--- src/rtl/core/affine_vertex_transform_core_assert.svh ---
// ----------------------------------------------------------------------------
// affine vertex transform core assertion macros
// shared property wrappers, clocked on the rising edge, off while in reset
// ----------------------------------------------------------------------------
`ifndef AFFINE_VERTEX_TRANSFORM_CORE_ASSERT_SVH
`define AFFINE_VERTEX_TRANSFORM_CORE_ASSERT_SVH

// same-cycle implication
`define AVT_ASSERT_IMP(label, clk, rstn, ante, cons, msg) \
    label: assert property (@(posedge clk) disable iff (!(rstn)) (ante) |-> (cons)) \
        else $error(msg);

// next-cycle implication
`define AVT_ASSERT_NXT(label, clk, rstn, ante, cons, msg) \
    label: assert property (@(posedge clk) disable iff (!(rstn)) (ante) |=> (cons)) \
        else $error(msg);

`endif

--- src/rtl/core/avt_pkg.sv ---
// ----------------------------------------------------------------------------
// avt_pkg
// widths, register codes and lane types of the affine vertex transform core
// ----------------------------------------------------------------------------
`default_nettype none

package avt_pkg;

    localparam int WORD_W    = 32;
    localparam int DATA_W    = 32;
    localparam int FRAC_W    = 16;
    localparam int NUM_LANES = 3;
    localparam int NUM_REGS  = 6;
    localparam int CFG_IDX_W = 3;
    localparam int REG_W     = 2 * WORD_W;
    localparam int PROD_W    = 2 * DATA_W;
    localparam int SUM_W     = PROD_W + 2;
    localparam int ACC_W     = SUM_W - FRAC_W + 1;
    localparam int TDATA_W   = NUM_LANES * WORD_W;
    localparam int PIPE_D    = 3;

    localparam logic [DATA_W-1:0] DATA_MAX = {1'b0, {(DATA_W-1){1'b1}}};
    localparam logic [DATA_W-1:0] DATA_MIN = ~DATA_MAX;
    localparam logic [WORD_W-1:0] ONE_WORD = WORD_W'(1) << FRAC_W;

    typedef enum logic [CFG_IDX_W-1:0] {
        REG_ROW0_COLS01 = 3'd0,
        REG_ROW0_COLS23 = 3'd1,
        REG_ROW1_COLS01 = 3'd2,
        REG_ROW1_COLS23 = 3'd3,
        REG_ROW2_COLS01 = 3'd4,
        REG_ROW2_COLS23 = 3'd5
    } cfg_reg_t;

    // one matrix row: three column coefficients and the translation term
    typedef struct packed {
        logic signed [DATA_W-1:0] trans;
        logic signed [DATA_W-1:0] c2;
        logic signed [DATA_W-1:0] c1;
        logic signed [DATA_W-1:0] c0;
    } row_coef_t;

    typedef struct packed {
        logic signed [DATA_W-1:0] z;
        logic signed [DATA_W-1:0] y;
        logic signed [DATA_W-1:0] x;
    } point_t;

    typedef struct packed {
        logic                     clip;
        logic signed [DATA_W-1:0] val;
    } lane_result_t;

endpackage

`default_nettype wire

--- src/rtl/core/avt_merge.sv ---
// ----------------------------------------------------------------------------
// avt_merge
// joins the lane results into one transfer, output register plus skid slot
// ----------------------------------------------------------------------------
`default_nettype none

module avt_merge (
    input  wire logic                           aclk,
    input  wire logic                           aresetn,
    input  wire logic                           in_valid,
    output logic                                in_ready,
    input  wire avt_pkg::lane_result_t [avt_pkg::NUM_LANES-1:0] lanes,
    output logic                                m_tvalid,
    input  wire logic                           m_tready,
    output logic [avt_pkg::TDATA_W-1:0]         m_tdata,  // out_x, out_y, out_z
    output logic [0:0]                          m_tuser   // clipped
);
    import avt_pkg::*;

    localparam int ITEM_W = TDATA_W + 1;

    logic              out_vld_reg, out_vld_next;
    logic [ITEM_W-1:0] out_dat_reg, out_dat_next;
    logic              skid_vld_reg, skid_vld_next;
    logic [ITEM_W-1:0] skid_dat_reg, skid_dat_next;
    logic [ITEM_W-1:0] in_item;
    logic              in_xfer;
    logic              any_clip;

    always_comb begin
        any_clip = 1'b0;
        for (int i = 0; i < NUM_LANES; i++) begin
            any_clip = any_clip | lanes[i].clip;
            in_item[i*WORD_W +: WORD_W] = WORD_W'(lanes[i].val);
        end
        in_item[TDATA_W] = any_clip;
    end

    assign in_ready = !skid_vld_reg;
    assign in_xfer  = in_valid && in_ready;

    always_comb begin
        out_vld_next  = out_vld_reg;
        out_dat_next  = out_dat_reg;
        skid_vld_next = skid_vld_reg;
        skid_dat_next = skid_dat_reg;
        if (!out_vld_reg || m_tready) begin
            out_vld_next  = skid_vld_reg || in_xfer;
            out_dat_next  = skid_vld_reg ? skid_dat_reg : in_item;
            skid_vld_next = 1'b0;
        end else if (in_xfer) begin
            skid_vld_next = 1'b1;
            skid_dat_next = in_item;
        end
    end

    always_ff @(posedge aclk) begin
        if (!aresetn) begin
            out_vld_reg  <= 1'b0;
            skid_vld_reg <= 1'b0;
        end else begin
            out_vld_reg  <= out_vld_next;
            skid_vld_reg <= skid_vld_next;
        end
        out_dat_reg  <= out_dat_next;
        skid_dat_reg <= skid_dat_next;
    end

    assign m_tvalid = out_vld_reg;
    assign m_tdata  = out_dat_reg[TDATA_W-1:0];
    assign m_tuser  = out_dat_reg[TDATA_W +: 1];

endmodule

`default_nettype wire

--- config.mk ---
export PLATFORM = sky130hd
export DESIGN_NAME = avt_merge
export DESIGN_NICKNAME = d
export VERILOG_FILES = /design/src/rtl/core/affine_vertex_transform_core_assert.svh /design/src/rtl/core/avt_pkg.sv /design/src/rtl/core/avt_merge.sv
export SDC_FILE = /design/constraint.sdc
export NUM_CORES = 1
export LEC_CHECK = 0
export ABC_AREA = 1
export ABC_CLOCK_PERIOD_IN_PS = 9500
export BUFFER_PORTS_ARGS = -buffer_cell sky130_fd_sc_hd__buf_4
export CELL_PAD_IN_SITES_DETAIL_PLACEMENT = 1
export CELL_PAD_IN_SITES_GLOBAL_PLACEMENT = 1
export CORE_MARGIN = 2
export CORE_UTILIZATION = 43
export CTS_BUF_LIST = sky130_fd_sc_hd__clkbuf_4 sky130_fd_sc_hd__clkbuf_8
export CTS_CLUSTER_SIZE = 14
export DETAILED_ROUTE_END_ITERATION = 8
export PLACE_DENSITY = 0.89
export SETUP_SLACK_MARGIN = 0.4
export SYNTH_ARGS = -nofsm -noshare
export SYNTH_HDL_FRONTEND = slang
export SYNTH_SLANG_ARGS = --single-unit
--- constraint.sdc ---
create_clock -name aclk -period 9.5 [get_ports aclk]
set_input_delay 1.425 -clock aclk [delete_from_list [all_inputs] [get_ports aclk]]
set_output_delay 1.425 -clock aclk [all_outputs]
set_load 0.05 [all_outputs]
==> results of run 1 <==
metrics by stage:
stage	cells	util (%)	cell area [sq um]	setup WS [ns]	hold WS, ns
final	956	56.0	9180	6.32	0.526
after global placement	924	53.9	8840	5.90	0.500
after detailed placement	924	53.9	8840	5.81	0.507
after global routing	956	56.0	9180	6.16	0.544
after floorplan	520	-	7140	0.960	0.494
after CTS	956	56.0	9180	6.32	0.529
final timing paths:
kind | cells past startpoint | slack, ns | endpoint
worst max register to register | 5 | 6.59 | skid_dat_reg[27]
worst min-delay path | 2 | 0.53 | out_dat_reg[58]
worst max-delay path | 5 | 6.32 | skid_dat_reg[27]
worst min register to register | 2 | 0.53 | out_dat_reg[58]
final cells by class:
type                    instances  share of cell area, %
clock buffers                  20                   2.79
clock inverters                12                  0.913
inverters                       4                  0.191
multi-input cells             299                   12.4
flip-flops and latches        196                   63.9
well taps                     220                   3.00
repair buffers                205                   16.8
synthesized netlist by cell type (all sizes together):
library cell  count
nand2           294
dfxtp             2
inv               4
edfxtp          194
nor2              3
a21oi             1
buf              21
nor3              1
worst reg2reg max path, cell delays in order, from the launching register on:
cell,delay (ns)
dfxtp_4,0.36
inv_4,0.05
buf_4,0.74
nand2_1,0.23
nor2_4,0.12
buf_4,0.91
cell families (layout without fill, tap and decap cells):
| group | Yosys count | in the layout | synth area share (%) |
|---|---|---|---|
| compound gates | 1 | 1 | 0.0701 |
| buf+inv | 25 | 241 | 2.03 |
| flops | 196 | 196 | 82.2 |
| simple gates | 298 | 298 | 15.7 |
metal layers:
layer / wire length (um) / part of all wire, %
met5: 0 / 0
met4: 316 / 2.0
met3: 833 / 5.3
met2: 8280 / 52
met1: 6390 / 40
power by group:
| group | internal (mW) | switching (mW) |
|---|---|---|
| registers | 1.00 | 0.0159 |
| logic | 0.0795 | 0.179 |
| clock network | 0.190 | 0.283 |
| total | 1.27 | 0.478 |
==> flow_metrics.env, run 1 <==
export IMPL_cts_hold_buf=0
export IMPL_path_common_cell="buf_4"
export IMPL_overflow=0
export IMPL_worstPathCellList="buf_4, inv_1, nand2_4, nor2_4, buf_4"
export IMPL_die_h_um=133
export IMPL_cp_max_fo=97
export IMPL_num_io_pins=202
export IMPL_syn_inst=520
export IMPL_fillers=1698
export IMPL_place_port_buffers=201
export IMPL_ys_seq_area_share_pct=82.2
export IMPL_vias=4552
export IMPL_critPathBufInv=3
export IMPL_slew_violations=0
export IMPL_clock_latency_ns=0.45
export IMPL_max_slew_margin_rel_pct=14.2
export IMPL_vias_per_cell=4.76
export IMPL_root_buffer="clkbuf_8"
export IMPL_nets=826
export IMPL_drc=0
export IMPL_criticalPathCategory="primary input to flop"
export IMPL_ctsResizeCount=0
export IMPL_reg2reg_from="skid_vld_reg"
export IMPL_power_mw=1.75
export IMPL_drt_iter0_drc=300
export IMPL_hold_class="flop to flop"
export IMPL_syn_area_sq_um=7140
export IMPL_timing_fmax_mhz=315
export IMPL_synthesis_nets=623
export IMPL_numClockSinks=196
export IMPL_synth_cell_types=11
export IMPL_outcome="completed"
export IMPL_wirelength_um=15800
export IMPL_routedWlPerCell_um=16.5
export IMPL_synth_top_area_share_pct=81.6
export IMPL_clk_pin_slew_worst_paths_ns=0.09
export IMPL_use_met2_pct=31.9
export IMPL_initial_utilization_pct=43.5
export IMPL_fin_crit_ns=3.18
export IMPL_final_common_cell="nand2_1"
export IMPL_cts_setup_buffers=0
export IMPL_htree_num_levels=4
export IMPL_dieArea_sq_um=17600
export IMPL_worst_setup_path_end_kind="flop"
export IMPL_cts_path_max_buffers=2
export IMPL_antenna_cells=0
export IMPL_finalCritPeriodShare_pct=33.4
export IMPL_hpwl_um=10600
export IMPL_firstDrtPassIters=5
export IMPL_multi_input_area_sq_um=1140
export IMPL_grtUsageMet3_pct=4.29
export IMPL_postRouteAntennaNets=0
export IMPL_layout_common_cells="nand2_1 (293), buf_4 (205), edfxtp_1 (194), clkbuf_8 (17)"
export IMPL_worstPathRequired_ns=9.57
export IMPL_ir_drop_uv=84.5
export IMPL_antenna_found_initial=0
export IMPL_slowest_delay_ns=0.91
export IMPL_rsz0062_at_grt="false"
export IMPL_synth_area_leaders="edfxtp_1 (82%), nand2_1 (15%), buf_2 (1.1%), dfxtp_1 (0.56%), buf_4 (0.42%)"
export IMPL_place_gp_congestion=0.762
export IMPL_ys_warn_count=0
export IMPL_setup_tns_ns=0
export IMPL_yosysTopAreaCell="edfxtp_1"
export IMPL_busiest_layer="met2"
export IMPL_cts_tree="done"
export IMPL_use_met1_pct=22.1
export IMPL_slowest_stage="buf_4"
export IMPL_worstPathArrival_ns=3.24
export IMPL_min_from="skid_dat_reg[58]"
export IMPL_fin_skew_ns=0.0159
export IMPL_grt_use_total_pct=18.3
export IMPL_ys_ff_latch=196
export IMPL_hold_viol=0
export IMPL_die_w_um=133
export IMPL_grt_pass1_wl_um=24600
export IMPL_drv_cap=0
export IMPL_grt_max_degree=99
export IMPL_avgSynthCellArea_sq_um=13.7
export IMPL_core_sq_um=16400
export IMPL_cts_inserted_buffers=17
export IMPL_grt_pass1_vias=4751
export IMPL_regArea_sq_um=5870
export IMPL_start_kind="primary input"
export IMPL_critical_path_top_delay_family="buffers and inverters"
export IMPL_startpoint="m_tready"
export IMPL_final_layout_size_suffix_gt1_share_pct=32.5
export IMPL_setup_viol=0
export IMPL_area_growth_pct=28.7
export IMPL_worstMarginPinSlew_ns=1.29
export IMPL_cellPowerDensity_nw_per_um2=190
export IMPL_power_leakage_nw=3.91
export IMPL_core_rowCount=47
No activity file was read; power rests on OpenSTA's default activity.
==> inputs of run 2 (changes only) <==
- ABC_CLOCK_PERIOD_IN_PS: 9500 -> 2700
- CORE_UTILIZATION: 43 -> 39
- PLACE_DENSITY: 0.89 -> 0.86
- clock period: 9.5 -> 2.7 ns (I/O delays scaled with it)
==> run 2 against run 1 <==
Compared with the run above:
- critical path depth decreased by 2
- sequential power rose to 3.5 times the previous value
- global-route usage is 1.1 points lower
- highest routed layer unchanged
==> flow_metrics.env, run 2 (same netlist as run 1, synthesis figures left out) <==
export IMPL_initial_utilization_pct=39.7
export IMPL_grt_use_total_pct=17.2
export IMPL_final_common_cell="nand2_1"
export IMPL_slowest_stage="buf_6"
export IMPL_p_sw_mw=1.70
export IMPL_htree_num_levels=4
export IMPL_seqPwrFrac_pct=58.4
export IMPL_max_slew_margin_rel_pct=29.1
export IMPL_root_buffer="clkbuf_8"
export IMPL_cts_tree="done"
export IMPL_setup_viol=0
export IMPL_firstDrtPassIters=6
export IMPL_antenna_found_initial=0
export IMPL_outcome="completed"
export IMPL_rr_endpoint="skid_vld_reg"
export IMPL_drc=0
export IMPL_vias_per_cell=4.74
export IMPL_grt_max_degree=100
export IMPL_grt_pass1_wl_um=25700
export IMPL_p_comb_share_pct=15.0
export IMPL_place_gp_congestion=0.730
export IMPL_reg2regPathDepth=3
export IMPL_start_kind="flop"
export IMPL_nets=827
export IMPL_ir_drop_uv=283
export IMPL_area_growth_pct=29.2
export IMPL_num_io_pins=202
export IMPL_numClockSinks=196
export IMPL_criticalPathCategory="flop to output port"
export IMPL_worstPathArrival_ns=1.83
export IMPL_routedWlPerCell_um=16.9
export IMPL_cp_max_fo=98
export IMPL_cts_setup_buffers=0
export IMPL_overflow=0
export IMPL_holdWs_ns=0.136
export IMPL_cts_hold_buf=0
export IMPL_reg2reg_from="skid_vld_reg"
export IMPL_multi_input_area_sq_um=1150
export IMPL_die_h_um=139
export IMPL_vias=4581
export IMPL_clk_pin_slew_worst_paths_ns=0.10
export IMPL_rsz0062_at_grt="false"
export IMPL_slew_violations=0
export IMPL_worstMarginPinSlew_ns=1.06
export IMPL_hpwl_um=10900
export IMPL_worst_setup_path_end_kind="output port"
export IMPL_dieArea_sq_um=19400
export IMPL_utilization_pct=51.3
export IMPL_hold_end="skid_dat_reg[14]"
export IMPL_finalCritPeriodShare_pct=82.8
export IMPL_reg2reg_setup_slack_ns=1.06
export IMPL_die_w_um=139
export IMPL_postRouteAntennaNets=0
export IMPL_layout_common_cells="nand2_1 (293), buf_4 (204), edfxtp_1 (194), clkbuf_8 (17), clkinv_2 (6)"
export IMPL_power_leakage_nw=3.92
export IMPL_drv_cap=0
export IMPL_worstPathCellList="inv_4, buf_6, buf_4"
export IMPL_fillers=1884
export IMPL_cts_inserted_buffers=17
export IMPL_regArea_sq_um=5870
export IMPL_p_sw_share_pct=27.7
export IMPL_core_sq_um=18000
export IMPL_drt_iter0_drc=203
export IMPL_final_layout_size_suffix_gt1_share_pct=32.7
export IMPL_wirelength_um=16300
export IMPL_hold_viol=0
export IMPL_p_int_mw=4.43
export IMPL_hold_depth=1
export IMPL_pwr_share_clk_pct=26.6
export IMPL_timing_fmax_mhz=447
export IMPL_slowest_delay_ns=0.51
export IMPL_place_port_buffers=201
export IMPL_hold_class="primary input to flop"
export IMPL_min_from="lanes[14]"
export IMPL_cellPowerDensity_nw_per_um2=664
export IMPL_fin_crit_ns=2.24
export IMPL_clock_latency_ns=0.45
export IMPL_worstPathRequired_ns=2.30
export IMPL_core_rowCount=49
export IMPL_fin_skew_ns=0.0109
export IMPL_grt_pass1_vias=4810
export IMPL_cts_path_max_buffers=2
run 2: layout make-up:
cell class | count | share of cell area, %
Antenna cell | 1 | 0.0271
Inverter | 4 | 0.231
Tap cell | 229 | 3.11
Timing Repair Buffer | 206 | 17.0
Sequential cell | 196 | 63.7
Multi-Input combinational cell | 299 | 12.5
Clock buffer | 17 | 2.54
Clock inverter | 14 | 0.964
run 2: worst max-delay path, delay by kind of cell, from the launching register on:
family / cells / cell delay [ns]
DFF: 1 / 0.36
buffers and inverters: 3 / 0.89
run 2: repair_timing:
| action | 4_1_cts | 5_1_grt |
|---|---|---|
| gates resized for setup | 1 | 0 |
| endpoints found under the hold margin | 0 | 0 |
| setup endpoints to repair | 1 | 0 |
run 2: per-layer routing:
| metal | share of wire (%) | track usage (%) | vias to the layer above |
|---|---|---|---|
| li1 | - | - | 2159 |
| met1 | 42 | 21.8 | 2241 |
| met2 | 50 | 28.3 | 154 |
| met3 | 6.3 | 4.54 | 27 |
| met4 | 2.1 | 6.91 | 0 |
| met5 | 0 | 0 | - |
run 2: stage by stage:
step	setup slack (ns)	setup TNS [ns]	std cells	cell area [sq um]	total power, mW
2_1_floorplan	-0.108	-10.51	520	7170	4.19
3_3_place_gp	0.738	0	934	8890	4.55
3_5_place_dp	0.753	0	934	8890	4.58
4_1_cts	0.465	0	965	9220	6.20
5_1_grt	0.405	0	965	9220	6.35
6_report	0.465	0	966	9220	6.12
run 2: power groups by stage:
stage               combinational, mW  clock (mW)  sequential (mW)
floorplan                       0.128           0             4.06
global placement                0.907           0             3.64
detailed placement              0.929           0             3.65
CTS                             0.930        1.69             3.58
global route                    0.969        1.79             3.59
finish                          0.918        1.63             3.58
run 2: how the worst max path moves through the flow:
stage,from,end,slack (ns),cells past startpoint
after detailed placement,skid_vld_reg,in_ready,0.75,3
after global placement,skid_vld_reg,in_ready,0.74,3
after CTS,skid_vld_reg,in_ready,0.47,3
final,skid_vld_reg,in_ready,0.46,3
after floorplan,m_tready,skid_dat_reg[0],-0.11,3
after global routing,skid_vld_reg,in_ready,0.40,3
==> inputs of run 3 (changes only) <==
- ABC_CLOCK_PERIOD_IN_PS: 2700 -> 2300
- CORE_UTILIZATION: 39 -> 43
- PLACE_DENSITY: 0.86 -> 0.89
- clock period: 2.7 -> 2.3 ns (I/O delays scaled with it)
==> run 3 against run 2 <==
Compared with the run above:
- via count shrank 0.68%
- hold slack lost 0.070 ns
- design area grew 0.14%
- setup slack gained 0.20 ns
- critical path depth grew 1
- cell count shrank 0.93%
- critical path type is now flop to flop
- critical endpoint is now skid_dat_reg[37]
- largest power group unchanged
- highest routed layer unchanged
==> flow_metrics.env, run 3 (same netlist as run 1, synthesis figures left out) <==
export IMPL_worstPathArrival_ns=1.72
export IMPL_clock_latency_ns=0.45
export IMPL_cts_setup_buffers=0
export IMPL_drc=0
export IMPL_antenna_found_initial=0
export IMPL_slew_violations=0
export IMPL_cellPowerDensity_nw_per_um2=780
export IMPL_routedWlPerCell_um=17.0
export IMPL_stdcell_count=957
export IMPL_hold_class="primary input to flop"
export IMPL_die_h_um=133
export IMPL_place_port_buffers=201
export IMPL_num_io_pins=202
export IMPL_cts_hold_buf=0
export IMPL_place_gp_congestion=0.746
export IMPL_vias_per_cell=4.75
export IMPL_cts_path_max_buffers=2
export IMPL_numClockSinks=196
export IMPL_grt_max_degree=100
export IMPL_power_mw=7.20
export IMPL_clk_pin_slew_worst_paths_ns=0.10
export IMPL_overflow=0
export IMPL_finalCritPeriodShare_pct=71.2
export IMPL_drt_iter0_drc=299
export IMPL_core_sq_um=16400
export IMPL_ctsResizeCount=0
export IMPL_grt_use_total_pct=19.0
export IMPL_start_kind="flop"
export IMPL_hold_viol=0
export IMPL_root_buffer="clkbuf_8"
export IMPL_layout_common_cells="nand2_1 (293), buf_4 (205), edfxtp_1 (194), clkbuf_8 (17), clkinvlp_4 (4)"
export IMPL_vias=4550
export IMPL_fin_crit_ns=1.64
export IMPL_rsz0062_at_grt="false"
export IMPL_drv_cap=0
export IMPL_max_slew_margin_rel_pct=31.4
export IMPL_worst_setup_path_end_kind="flop"
export IMPL_die_w_um=133
export IMPL_regArea_sq_um=5870
export IMPL_htree_num_levels=4
export IMPL_cp_max_fo=43
export IMPL_dieArea_sq_um=17600
export IMPL_final_layout_size_suffix_gt1_share_pct=32.8
export IMPL_grt_pass1_vias=4877
export IMPL_postRouteAntennaNets=0
export IMPL_area_growth_pct=29.4
export IMPL_initial_utilization_pct=43.5
export IMPL_setup_tns_ns=0
export IMPL_cts_inserted_buffers=17
export IMPL_multi_input_area_sq_um=1150
export IMPL_power_leakage_nw=3.92
export IMPL_placedCellCount=926
export IMPL_criticalPathCategory="flop to flop"
export IMPL_grt_pass1_wl_um=25500
export IMPL_worstMarginPinSlew_ns=1.03
export IMPL_antenna_cells=0
export IMPL_final_common_cell="nand2_1"
export IMPL_cts_tree="done"
export IMPL_outcome="completed"
export IMPL_worstPathRequired_ns=2.39
export IMPL_core_rowCount=47
export IMPL_timing_fmax_mhz=611
export IMPL_fillers=1654
export IMPL_setup_viol=0
export IMPL_wirelength_um=16300
export IMPL_firstDrtPassIters=4
export IMPL_nets=828
export IMPL_fin_skew_ns=0.0116
export IMPL_ir_drop_uv=305
export IMPL_hpwl_um=11300
[run 3: cell type report]
type,count,share of cell area [%]
multi-input combinational,299,12.4
sequential,196,63.6
clock buffer,19,2.70
clock inverter,12,0.908
timing repair buffer,207,17.1
inverter,4,0.230
tap,220,2.98
[run 3: per-layer routing]
layer  up-vias  global-route usage, %  share of wire, %
met5         -                      0                 0
met4         0                   6.93               1.9
met3        24                   7.43               7.9
met2       169                   32.0                51
met1      2201                   22.1                39
li1       2156                      -                 -
[run 3: final timing paths]
check / cells after the start / endpoint / from / slack (ns)
worst max register to register: 4 / skid_dat_reg[37] / skid_vld_reg / 0.66
worst max-delay path: 4 / skid_dat_reg[37] / skid_vld_reg / 0.66
worst min register to register: 2 / out_dat_reg[15] / skid_dat_reg[15] / 0.53
worst min-delay path: 1 / skid_dat_reg[12] / lanes[12] / 0.07
[run 3: worst max-delay path, cell delays in order, from the launching register on]
cell	delay [ns]
dfxtp_4	0.36
inv_4	0.14
nand2_1	0.11
nor2_4	0.16
buf_4	0.47
[run 3: through the flow]
stage                     hold WS (ns)  utilization (%)  worst slack (ns)  instance area, sq um
after floorplan                  0.444                -            -0.507                  7170
after global placement           0.501             54.2             0.727                  8900
final                           0.0662             56.3             0.662                  9230
after detailed placement         0.505             54.2             0.660                  8900
after global routing            0.0175             56.3             0.476                  9230
after CTS                       0.0221             56.3             0.648                  9230
[run 3: power breakdown]
group | internal [mW] | total (mW) | switching (mW)
Sequential | 4.13 | 4.19 | 0.0564
Combinational | 0.335 | 1.09 | 0.754
Clock | 0.767 | 1.92 | 1.16
